## src/hdl/wrs_pkg.sv

```systemverilog
package wrs_pkg;

    localparam int MAX_WINDOW  = 64;
    localparam int PRICE_W     = 32;
    localparam int CHG_W       = PRICE_W + 1;
    localparam int CFG_W       = 7;
    localparam int WIN_W       = $clog2(MAX_WINDOW + 1);
    localparam int RING_AW     = $clog2(MAX_WINDOW);
    localparam int SUM_W       = PRICE_W + $clog2(MAX_WINDOW);
    localparam int RSI_W       = 14;
    localparam int PROD_W      = SUM_W + RSI_W;
    localparam int QUEUE_DEPTH = 2;
    localparam int DIV_CNT_W   = $clog2(RSI_W);

    localparam logic [CFG_W-1:0] WINDOW_RESET = CFG_W'(14);
    localparam logic [RSI_W-1:0] RSI_NEUTRAL  = RSI_W'(5000);
    localparam logic [RSI_W-1:0] RSI_SCALE    = RSI_W'(10000);

    typedef struct packed {
        logic [PRICE_W-1:0] price;
        logic               restart;
    } wrs_in_t;

    typedef struct packed {
        logic [RSI_W-1:0] rsi_hundredths;
        logic             window_full;
    } wrs_out_t;

    typedef struct packed {
        logic [SUM_W-1:0] gain_sum;
        logic [SUM_W-1:0] loss_sum;
        logic             full;
    } wrs_job_t;

    typedef struct packed {
        logic     valid;
        wrs_job_t job;
    } wrs_push_t;

    typedef enum logic {
        F_IDLE,
        F_UPDATE
    } wrs_front_state_t;

    typedef enum logic [1:0] {
        B_IDLE,
        B_MUL,
        B_DIV,
        B_DONE
    } wrs_back_state_t;

    function automatic logic [WIN_W-1:0] win_clamp(input logic [CFG_W-1:0] v);
        logic [WIN_W-1:0] w;
        w = WIN_W'(v);
        if (v == '0) begin
            w = WIN_W'(1);
        end else if (int'(v) > MAX_WINDOW) begin
            w = WIN_W'(MAX_WINDOW);
        end
        return w;
    endfunction

    function automatic logic [PRICE_W-1:0] gain_of(input logic [CHG_W-1:0] d);
        logic [PRICE_W-1:0] g;
        g = '0;
        if (!d[CHG_W-1]) begin
            g = d[PRICE_W-1:0];
        end
        return g;
    endfunction

    function automatic logic [PRICE_W-1:0] loss_of(input logic [CHG_W-1:0] d);
        logic [CHG_W-1:0]   neg;
        logic [PRICE_W-1:0] l;
        neg = -d;
        l   = '0;
        if (d[CHG_W-1]) begin
            l = neg[PRICE_W-1:0];
        end
        return l;
    endfunction

endpackage

```

## src/hdl/wrs_ram.sv

```systemverilog
module wrs_ram #(
    parameter int WIDTH = 8,
    parameter int DEPTH = 16
) (
    input  logic                     aclk,
    input  logic                     wr_en,
    input  logic [$clog2(DEPTH)-1:0] wr_addr,
    input  logic [WIDTH-1:0]         wr_data,
    input  logic [$clog2(DEPTH)-1:0] rd_addr,
    output logic [WIDTH-1:0]         rd_data
);

    logic [WIDTH-1:0] mem [DEPTH];

    always_ff @(posedge aclk) begin
        if (wr_en) begin
            mem[wr_addr] <= wr_data;
        end
        rd_data <= mem[rd_addr];
    end

endmodule

```

## src/hdl/wrs_front.sv

```systemverilog
module wrs_front import wrs_pkg::*; (
    input  logic             aclk,
    input  logic             aresetn,
    input  logic             s_valid,
    output logic             s_ready,
    input  wrs_in_t          s_data,
    input  logic             cfg_wr_en,
    input  logic [CFG_W-1:0] cfg_wr_data,
    output wrs_push_t        push,
    input  logic             queue_full
);

    wrs_front_state_t   state_reg, state_next;
    wrs_in_t            item_reg, item_next;
    logic [PRICE_W-1:0] prev_reg, prev_next;
    logic               have_prev_reg, have_prev_next;
    logic [RING_AW-1:0] pos_reg, pos_next;
    logic [WIN_W-1:0]   seen_reg, seen_next;
    logic [SUM_W-1:0]   gain_reg, gain_next;
    logic [SUM_W-1:0]   loss_reg, loss_next;
    logic [WIN_W-1:0]   win_reg, win_next;

    logic               accept;
    logic               fire;
    logic               base_have;
    logic [RING_AW-1:0] base_pos;
    logic [WIN_W-1:0]   base_seen;
    logic [SUM_W-1:0]   base_gain;
    logic [SUM_W-1:0]   base_loss;
    logic [CHG_W-1:0]   delta;
    logic [CHG_W-1:0]   old_chg;
    logic               evict;
    logic [WIN_W-1:0]   pos_inc;
    logic [RING_AW-1:0] upd_pos;
    logic [WIN_W-1:0]   upd_seen;
    logic [SUM_W-1:0]   upd_gain;
    logic [SUM_W-1:0]   upd_loss;
    logic               ring_we;

    wrs_ram #(
        .WIDTH (CHG_W),
        .DEPTH (MAX_WINDOW)
    ) u_ring (
        .aclk    (aclk),
        .wr_en   (ring_we),
        .wr_addr (base_pos),
        .wr_data (delta),
        .rd_addr (pos_reg),
        .rd_data (old_chg)
    );

    always_comb begin
        state_next = state_reg;
        case (state_reg)
            F_IDLE: begin
                if (s_valid) begin
                    state_next = F_UPDATE;
                end
            end
            F_UPDATE: begin
                if (!queue_full) begin
                    state_next = F_IDLE;
                end
            end
            default: state_next = F_IDLE;
        endcase
    end

    always_comb begin
        s_ready = 1'b0;
        fire    = 1'b0;
        case (state_reg)
            F_IDLE:   s_ready = 1'b1;
            F_UPDATE: fire    = !queue_full;
            default: begin
                s_ready = 1'b0;
                fire    = 1'b0;
            end
        endcase
    end

    assign accept = s_valid && s_ready;

    always_comb begin
        base_have = item_reg.restart ? 1'b0 : have_prev_reg;
        base_pos  = item_reg.restart ? '0 : pos_reg;
        base_seen = item_reg.restart ? '0 : seen_reg;
        base_gain = item_reg.restart ? '0 : gain_reg;
        base_loss = item_reg.restart ? '0 : loss_reg;

        delta = {1'b0, item_reg.price} - {1'b0, prev_reg};
        evict = base_seen >= win_reg;

        upd_gain = base_gain + SUM_W'(gain_of(delta));
        upd_loss = base_loss + SUM_W'(loss_of(delta));
        if (evict) begin
            upd_gain = upd_gain - SUM_W'(gain_of(old_chg));
            upd_loss = upd_loss - SUM_W'(loss_of(old_chg));
        end
        upd_seen = evict ? base_seen : base_seen + WIN_W'(1);
        pos_inc  = WIN_W'(base_pos) + WIN_W'(1);
        upd_pos  = (pos_inc >= win_reg) ? '0 : pos_inc[RING_AW-1:0];

        if (!base_have) begin
            upd_gain = base_gain;
            upd_loss = base_loss;
            upd_seen = base_seen;
            upd_pos  = base_pos;
        end

        ring_we           = fire && base_have;
        push.valid        = fire;
        push.job.gain_sum = upd_gain;
        push.job.loss_sum = upd_loss;
        push.job.full     = upd_seen >= win_reg;
    end

    always_comb begin
        item_next      = accept ? s_data : item_reg;
        prev_next      = prev_reg;
        have_prev_next = have_prev_reg;
        pos_next       = pos_reg;
        seen_next      = seen_reg;
        gain_next      = gain_reg;
        loss_next      = loss_reg;
        win_next       = win_reg;
        if (cfg_wr_en) begin
            win_next       = win_clamp(cfg_wr_data);
            prev_next      = '0;
            have_prev_next = 1'b0;
            pos_next       = '0;
            seen_next      = '0;
            gain_next      = '0;
            loss_next      = '0;
        end else if (fire) begin
            prev_next      = item_reg.price;
            have_prev_next = 1'b1;
            pos_next       = upd_pos;
            seen_next      = upd_seen;
            gain_next      = upd_gain;
            loss_next      = upd_loss;
        end
    end

    always_ff @(posedge aclk) begin
        if (!aresetn) begin
            state_reg     <= F_IDLE;
            prev_reg      <= '0;
            have_prev_reg <= 1'b0;
            pos_reg       <= '0;
            seen_reg      <= '0;
            gain_reg      <= '0;
            loss_reg      <= '0;
            win_reg       <= win_clamp(WINDOW_RESET);
        end else begin
            state_reg     <= state_next;
            prev_reg      <= prev_next;
            have_prev_reg <= have_prev_next;
            pos_reg       <= pos_next;
            seen_reg      <= seen_next;
            gain_reg      <= gain_next;
            loss_reg      <= loss_next;
            win_reg       <= win_next;
        end
        item_reg <= item_next;
    end

endmodule

```

## src/hdl/wrs_queue.sv

```systemverilog
module wrs_queue import wrs_pkg::*; (
    input  logic      aclk,
    input  logic      aresetn,
    input  wrs_push_t push,
    output logic      full,
    output logic      pop_valid,
    output wrs_job_t  pop_data,
    input  logic      pop
);

    localparam int PTR_W = $clog2(QUEUE_DEPTH);
    localparam int CNT_W = $clog2(QUEUE_DEPTH + 1);

    wrs_job_t         entry_reg [QUEUE_DEPTH];
    logic [PTR_W-1:0] wr_ptr_reg, wr_ptr_next;
    logic [PTR_W-1:0] rd_ptr_reg, rd_ptr_next;
    logic [CNT_W-1:0] count_reg, count_next;
    logic             do_push;
    logic             do_pop;

    assign full      = count_reg == CNT_W'(QUEUE_DEPTH);
    assign pop_valid = count_reg != '0;
    assign pop_data  = entry_reg[rd_ptr_reg];
    assign do_push   = push.valid && !full;
    assign do_pop    = pop && pop_valid;

    always_comb begin
        wr_ptr_next = wr_ptr_reg;
        rd_ptr_next = rd_ptr_reg;
        count_next  = count_reg;
        if (do_push) begin
            wr_ptr_next = (int'(wr_ptr_reg) == QUEUE_DEPTH - 1) ? '0 : wr_ptr_reg + PTR_W'(1);
        end
        if (do_pop) begin
            rd_ptr_next = (int'(rd_ptr_reg) == QUEUE_DEPTH - 1) ? '0 : rd_ptr_reg + PTR_W'(1);
        end
        if (do_push && !do_pop) begin
            count_next = count_reg + CNT_W'(1);
        end else if (do_pop && !do_push) begin
            count_next = count_reg - CNT_W'(1);
        end
    end

    always_ff @(posedge aclk) begin
        if (!aresetn) begin
            wr_ptr_reg <= '0;
            rd_ptr_reg <= '0;
            count_reg  <= '0;
        end else begin
            wr_ptr_reg <= wr_ptr_next;
            rd_ptr_reg <= rd_ptr_next;
            count_reg  <= count_next;
        end
        if (do_push) begin
            entry_reg[wr_ptr_reg] <= push.job;
        end
    end

endmodule

```

## src/hdl/wrs_back.sv

```systemverilog
module wrs_back import wrs_pkg::*; (
    input  logic     aclk,
    input  logic     aresetn,
    input  logic     job_valid,
    input  wrs_job_t job_data,
    output logic     job_pop,
    output logic     m_valid,
    input  logic     m_ready,
    output wrs_out_t m_data
);

    wrs_back_state_t    state_reg, state_next;
    logic [SUM_W-1:0]   gain_reg, gain_next;
    logic [SUM_W-1:0]   loss_reg, loss_next;
    logic [PROD_W-1:0]  rem_reg, rem_next;
    logic [PROD_W-1:0]  den_reg, den_next;
    logic [RSI_W-1:0]   quo_reg, quo_next;
    logic [DIV_CNT_W-1:0] cnt_reg, cnt_next;
    logic               full_reg, full_next;
    logic               m_valid_reg, m_valid_next;
    wrs_out_t           m_data_reg, m_data_next;

    logic               out_free;
    logic               take_job;
    logic               quick;
    logic               fits;
    logic [PROD_W-1:0]  rem_sub;
    logic [SUM_W:0]     den_sum;

    assign out_free = !m_valid_reg || m_ready;
    assign quick    = !job_data.full || (job_data.loss_sum == '0);
    assign fits     = rem_reg >= den_reg;
    assign rem_sub  = rem_reg - den_reg;
    assign den_sum  = {1'b0, gain_reg} + {1'b0, loss_reg};

    always_comb begin
        state_next = state_reg;
        case (state_reg)
            B_IDLE: begin
                if (job_valid) begin
                    state_next = quick ? B_DONE : B_MUL;
                end
            end
            B_MUL: state_next = B_DIV;
            B_DIV: begin
                if (cnt_reg == '0) begin
                    state_next = B_DONE;
                end
            end
            B_DONE: begin
                if (out_free) begin
                    state_next = B_IDLE;
                end
            end
            default: state_next = B_IDLE;
        endcase
    end

    always_comb begin
        take_job = 1'b0;
        case (state_reg)
            B_IDLE:  take_job = job_valid;
            default: take_job = 1'b0;
        endcase
    end

    assign job_pop = take_job;

    always_comb begin
        gain_next    = gain_reg;
        loss_next    = loss_reg;
        full_next    = full_reg;
        rem_next     = rem_reg;
        den_next     = den_reg;
        quo_next     = quo_reg;
        cnt_next     = cnt_reg;
        m_valid_next = m_valid_reg && !m_ready;
        m_data_next  = m_data_reg;
        case (state_reg)
            B_IDLE: begin
                if (take_job) begin
                    gain_next = job_data.gain_sum;
                    loss_next = job_data.loss_sum;
                    full_next = job_data.full;
                    quo_next  = job_data.full ? RSI_SCALE : RSI_NEUTRAL;
                end
            end
            B_MUL: begin
                rem_next = PROD_W'(gain_reg) * PROD_W'(RSI_SCALE);
                den_next = PROD_W'(den_sum) << (RSI_W - 1);
                cnt_next = DIV_CNT_W'(RSI_W - 1);
                quo_next = '0;
            end
            B_DIV: begin
                if (fits) begin
                    rem_next = rem_sub;
                end
                quo_next = {quo_reg[RSI_W-2:0], fits};
                den_next = den_reg >> 1;
                cnt_next = cnt_reg - DIV_CNT_W'(1);
            end
            B_DONE: begin
                if (out_free) begin
                    m_valid_next               = 1'b1;
                    m_data_next.rsi_hundredths = quo_reg;
                    m_data_next.window_full    = full_reg;
                end
            end
            default: begin
                quo_next = quo_reg;
            end
        endcase
    end

    always_ff @(posedge aclk) begin
        if (!aresetn) begin
            state_reg   <= B_IDLE;
            m_valid_reg <= 1'b0;
        end else begin
            state_reg   <= state_next;
            m_valid_reg <= m_valid_next;
        end
        gain_reg   <= gain_next;
        loss_reg   <= loss_next;
        full_reg   <= full_next;
        rem_reg    <= rem_next;
        den_reg    <= den_next;
        quo_reg    <= quo_next;
        cnt_reg    <= cnt_next;
        m_data_reg <= m_data_next;
    end

    assign m_valid = m_valid_reg;
    assign m_data  = m_data_reg;

endmodule

```

## src/hdl/windowed_rsi_stream.sv

```systemverilog
// Streaming RSI over a sliding window of price changes, simple average.
// Input channel s_*: one close price per transfer, with a restart flag that
// begins a new series. Result channel m_*: one RSI value in hundredths plus
// a window-full flag for every input transfer, in input order.
// cfg_wr_en/cfg_wr_data set the window length (0 acts as 1, values above 64
// act as 64) and clear the series history; write only while idle.
// Front: takes a transfer, then reads the change ring
// (64 x 33 RAM, one read and one write port) and updates the running sums
// before it takes the next price; it holds while the queue is full.
// Back: a 14-step restoring divider forms floor(10000*G/(G+L)); a full
// window with nonzero losses passes through load, multiply, the 14 divide
// steps and output, a warm-up or loss-free result only load and output.
// A two-entry queue separates front and back.
// The result sits in an output register; while the receiver stalls the
// back part holds its finished result and the queue fills, then s_ready
// drops. Reset (aresetn low, synchronous) sets window length 14 and clears
// the series; the ring RAM needs no clearing pass.
module windowed_rsi_stream import wrs_pkg::*; (
    input  logic             aclk,
    input  logic             aresetn,
    input  logic             s_valid,
    output logic             s_ready,
    input  wrs_in_t          s_data,
    output logic             m_valid,
    input  logic             m_ready,
    output wrs_out_t         m_data,
    input  logic             cfg_wr_en,
    input  logic [CFG_W-1:0] cfg_wr_data
);

    wrs_push_t push;
    logic      queue_full;
    logic      job_valid;
    wrs_job_t  job_data;
    logic      job_pop;

    wrs_front u_front (
        .aclk        (aclk),
        .aresetn     (aresetn),
        .s_valid     (s_valid),
        .s_ready     (s_ready),
        .s_data      (s_data),
        .cfg_wr_en   (cfg_wr_en),
        .cfg_wr_data (cfg_wr_data),
        .push        (push),
        .queue_full  (queue_full)
    );

    wrs_queue u_queue (
        .aclk      (aclk),
        .aresetn   (aresetn),
        .push      (push),
        .full      (queue_full),
        .pop_valid (job_valid),
        .pop_data  (job_data),
        .pop       (job_pop)
    );

    wrs_back u_back (
        .aclk      (aclk),
        .aresetn   (aresetn),
        .job_valid (job_valid),
        .job_data  (job_data),
        .job_pop   (job_pop),
        .m_valid   (m_valid),
        .m_ready   (m_ready),
        .m_data    (m_data)
    );

endmodule
```

## config.mk

```make
export PLATFORM = sky130hd
export DESIGN_NAME = windowed_rsi_stream
export DESIGN_NICKNAME = d
export VERILOG_FILES = /design/src/hdl/wrs_pkg.sv /design/src/hdl/wrs_ram.sv /design/src/hdl/wrs_front.sv /design/src/hdl/wrs_queue.sv /design/src/hdl/wrs_back.sv /design/src/hdl/windowed_rsi_stream.sv
export SDC_FILE = /design/constraint.sdc
export NUM_CORES = 2
export LEC_CHECK = 0
export ABC_AREA = 1
export BUFFER_PORTS_ARGS = -buffer_cell sky130_fd_sc_hd__clkbuf_2
export CORE_MARGIN = 1.5
export CORE_UTILIZATION = 55
export CTS_BUF_LIST = sky130_fd_sc_hd__clkbuf_4 sky130_fd_sc_hd__clkbuf_8
export DETAILED_ROUTE_END_ITERATION = 16
export PLACE_DENSITY_LB_ADDON = 0.05
export REMOVE_ABC_BUFFERS = 1
export SLEW_MARGIN = 20
export SYNTH_ARGS = -nofsm -noshare
export SYNTH_HDL_FRONTEND = slang
export SYNTH_HIERARCHICAL = 1
export SYNTH_SLANG_ARGS = --single-unit
```

## constraint.sdc

```tcl
create_clock -name aclk -period 7.8 [get_ports aclk]
set_clock_uncertainty 0.15 [all_clocks]
set_input_delay 1.56 -clock aclk [delete_from_list [all_inputs] [get_ports aclk]]
set_output_delay 1.56 -clock aclk [all_outputs]
set_load 0.05 [all_outputs]
```

==> metrics.md <==
| Metric | Value |
|---|---|
| Status | `finished, final reports clean` |
| Most numerous cell in the Yosys netlist | `nand2_1` |
| CTS Sinks | `2684` |
| Crit share post-route | `0.959` |
| Cts hold-fix bufs | `0` |
| Fin nets | `14800` |
| Slew margin rel. | `0.113` |
| Setup tns final | `0 ns` |
| Clk_lat worst skew | `approximately 1.2 ns` |
| First-pass GRT wire length | `640 mm` |
| Least-Margin Pin Slew | `approximately 1.3 ns` |
| Share of layout cells above drive strength 1 | `0.0990` |
| Mapped Area | `135000 um2` |
| FF-to-FF setup slack | `about 0.32 ns` |
| Total power | `69.5 mW` |
| Max Slew Vio Count | `0` |
| Final non-filler cell total | `17700` |
| Register bit total from synthesis | `2684` |
| Die area | `about 250000 um2` |
| Syn. warnings | `6` |
| GRT Util Overall | `0.346` |
| Initial DRC Count | `~13000` |
| Total CTS buffers | `~440` |
| Root Driver | `clkbuf_8` |
| Cell variety after synth | `a little over 70` |
| Sequential-to-total area share from yosys stat | `0.583` |
| Vias in the first global route | `100000` |
| Via count | `about 100k` |
| Max VDD drop | `approximately 0.85 mV` |
| Dominant cell type by area after synthesis | `edfxtp_1` |
| Fin crit period | `~7.5 ns` |
| Worst reg2reg path depth | `33` |
| Reg-to-reg startpoint | `u_front/item_reg[20]` |
| Multi-input gate area | `about 49000 um2` |
| DP Area | `140000 um2` |
| Worst Path Max Fanout | `6` |
| Fmax | `between 100 and 150 MHz` |
| Placed cells | `roughly 17000` |
| Worst EP arrival | `between 8 and 9 ns` |
| Hold Violations, Final | `0` |
| Buffers on Ports | `approximately 60` |
| Pin count of the biggest net entering global routing | `230` |
| Fillers | `between 20000 and 25000` |
| Clk slew on worst S/H paths | `roughly 0.060 ns` |
| Power Dens Cells | `between 400 and 500 nW/um2` |
| Area grow syn2layout | `9.47%` |
| Startpoint types | `register` |
| DRT Pass-1 Iters | `6` |
| Async SR Flop Fraction | `0` |
| # H-tree levels | `5` |
| Die H | `between 400 and 500 um` |
| Max clock buf depth | `4` |
| Drt drc | `0` |
| Num ports | `62` |
| Post-synth EDFFs | `between 2000 and 3000` |
| Post-synth top area share | `0.557` |
| CP peak stage delay | `just over 0.8 ns` |
| Horiz. Die Dim | `around 500 um` |
| Worst hold path type | `reg -> reg` |
| Unrepaired setup endpoints after global routing | `false` |
| Max-capacitance violation count | `0` |
| Via density | `between 5 and 6` |
| Initial antenna violation count | `23` |
| Crit path max-delay cell type | `xnor2_1` |
| Syn Inst Count | `14000` |
| Detailed placement HPWL | `282 mm` |
| Wire length per cell | `24.7 um` |
| Cell area after layout | `148000 um2` |
| Setup violators final | `0` |
| Worst EP required | `between 8 and 9 ns` |
| Gr ovfl total | `0` |
| CTS tree | `yes` |
| Main synth FF type | `edfxtp_1` |
| P_leak | `slightly below 60 nW` |
| Crit-path most repeated cell | `nand2_1` |
| Most instantiated cells after synthesis | `4147 x nand2_1, 2513 x edfxtp_1, 2331 x nand3_1` |
| Rows | `181` |
| Finished Core Util | `0.608` |
| Capture point of the worst reg-to-reg path | `u_queue/entry_reg[0][38]` |
| Worst Setup SP | `u_front/item_reg[20]` |
| Gpl congestion | `approximately 0.96` |
| Synth top area cells | `edfxtp_1 56%, nand2_1 11%, nand3_1 8.6%` |
| Initial Util | `0.555` |
| Register area | `78900 um2` |
| Critical Path End Type | `register` |
| Core area | `roughly 240000 um2` |
| Crit path to | `u_queue/entry_reg[0][38]` |
| Syn_area_per_cell | `9.67 um2` |
| Final wirelength | `between 400 and 500 mm` |
| Max reg flops | `between 2000 and 2500` |
| Final ANT Viol Nets | `0` |
| WS Path Type | `reg -> reg` |
## worst min path at each step
stage	from	to	slack [ns]	cells after the start
2_1_floorplan	u_back/full_reg	u_back/m_data[0]	0.25	0
3_3_place_gp	u_back/full_reg	u_back/m_data[0]	0.25	0
3_5_place_dp	u_back/full_reg	u_back/m_data[0]	0.27	0
4_1_cts	u_back/quo_reg[12]	u_back/m_data[13]	0.27	0
5_1_grt	u_back/full_reg	u_back/m_data[0]	0.30	0
6_report	u_back/quo_reg[12]	u_back/m_data[13]	0.28	0
## report_power, final
group,total [mW],internal [mW],switching (mW),leakage [nW]
clock network,12.1,6.49,5.60,4.50
logic,38.2,11.9,26.3,30.9
registers,19.3,18.6,0.642,24.2
total,69.5,37.0,32.6,59.6
## logic make-up (layout without fill, tap and decap cells)
kind of cell,count (synthesis),after routing,share of synthesized area
compound gates,1020,1020,0.0427
xor+xnor,152,152,0.0106
fa+ha+maj,526,526,0.0546
buf+inv,1919,2453,0.0611
flops,2684,2684,0.583
mux,77,77,0.00724
other cells,0,14,0
simple gates,7618,7618,0.241
## metrics by stage
stage | hold WS, ns | worst slack [ns]
2_1_floorplan | 0.250 | -40.34
3_3_place_gp | 0.255 | 0.438
3_5_place_dp | 0.268 | 0.542
4_1_cts | 0.273 | 0.489
5_1_grt | 0.302 | 0.00225
6_report | 0.279 | 0.318
## timing repair
| action | 4_1_cts | 5_1_grt |
|---|---|---|
| resized for setup | 0 | 1 |
| setup endpoints to repair | 0 | 5 |
| setup buffers | 0 | 0 |
## cells in the final DEF (no fill, tap or decap), drive strengths merged, types with 5 or more instances in the layout
| cell type | netlist | routed |
|---|---|---|
| nand2 | 4189 | 4189 |
| edfxtp | 2513 | 2513 |
| nand3 | 2353 | 2353 |
| inv | 1333 | 1344 |
| nor2 | 829 | 829 |
| clkbuf | 161 | 663 |
| a21oi | 445 | 445 |
| ha | 418 | 418 |
| o21ai | 348 | 348 |
| buf | 422 | 290 |
| dfxtp | 171 | 171 |
| clkinv | 3 | 140 |
| fa | 108 | 108 |
| xor2 | 92 | 92 |
| mux2 | 77 | 77 |
| nand4 | 76 | 76 |
| xnor2 | 60 | 60 |
| nor3 | 57 | 57 |
| nand3b | 41 | 41 |
| o211ai | 39 | 39 |
| o21bai | 39 | 39 |
| nor4 | 34 | 34 |
| a31oi | 30 | 30 |
| a21o | 27 | 27 |
| a211oi | 24 | 24 |
| or2 | 20 | 20 |
| a21boi | 18 | 18 |
| o21a | 17 | 17 |
| diode | 0 | 14 |
| o221ai | 13 | 13 |
| and2 | 13 | 13 |
| bufinv | 0 | 12 |
| o22ai | 5 | 5 |
## final cells by class
type,count,share of cell area
Antenna cell,14,0.000236
Multi-Input combinational cell,9393,0.331
Tap cell,3202,0.0270
Clock buffer,602,0.0497
Timing Repair Buffer,351,0.0183
Clock inverter,164,0.00743
Inverter,1336,0.0341
Sequential cell,2684,0.532
## per-layer routing
layer	up-vias	track usage	routed length [um]
met1	50200	0.494	181000
met4	10	0.124	15800
li1	47900	-	-
met3	869	0.0682	47300
met2	5725	0.529	195000
met5	-	0	72
## critical path: cells and delay by family (launching register included)
family	cells	cell delay (ns)
AO/OA/AOI/OAI	9	2.06
flip-flops	1	0.40
XOR/XNOR	1	0.82
adder cells (fa/ha/maj)	3	1.17
buffers and inverters	2	0.30
AND/OR/NAND/NOR	18	2.34
No activity file was read; power rests on OpenSTA's default activity.
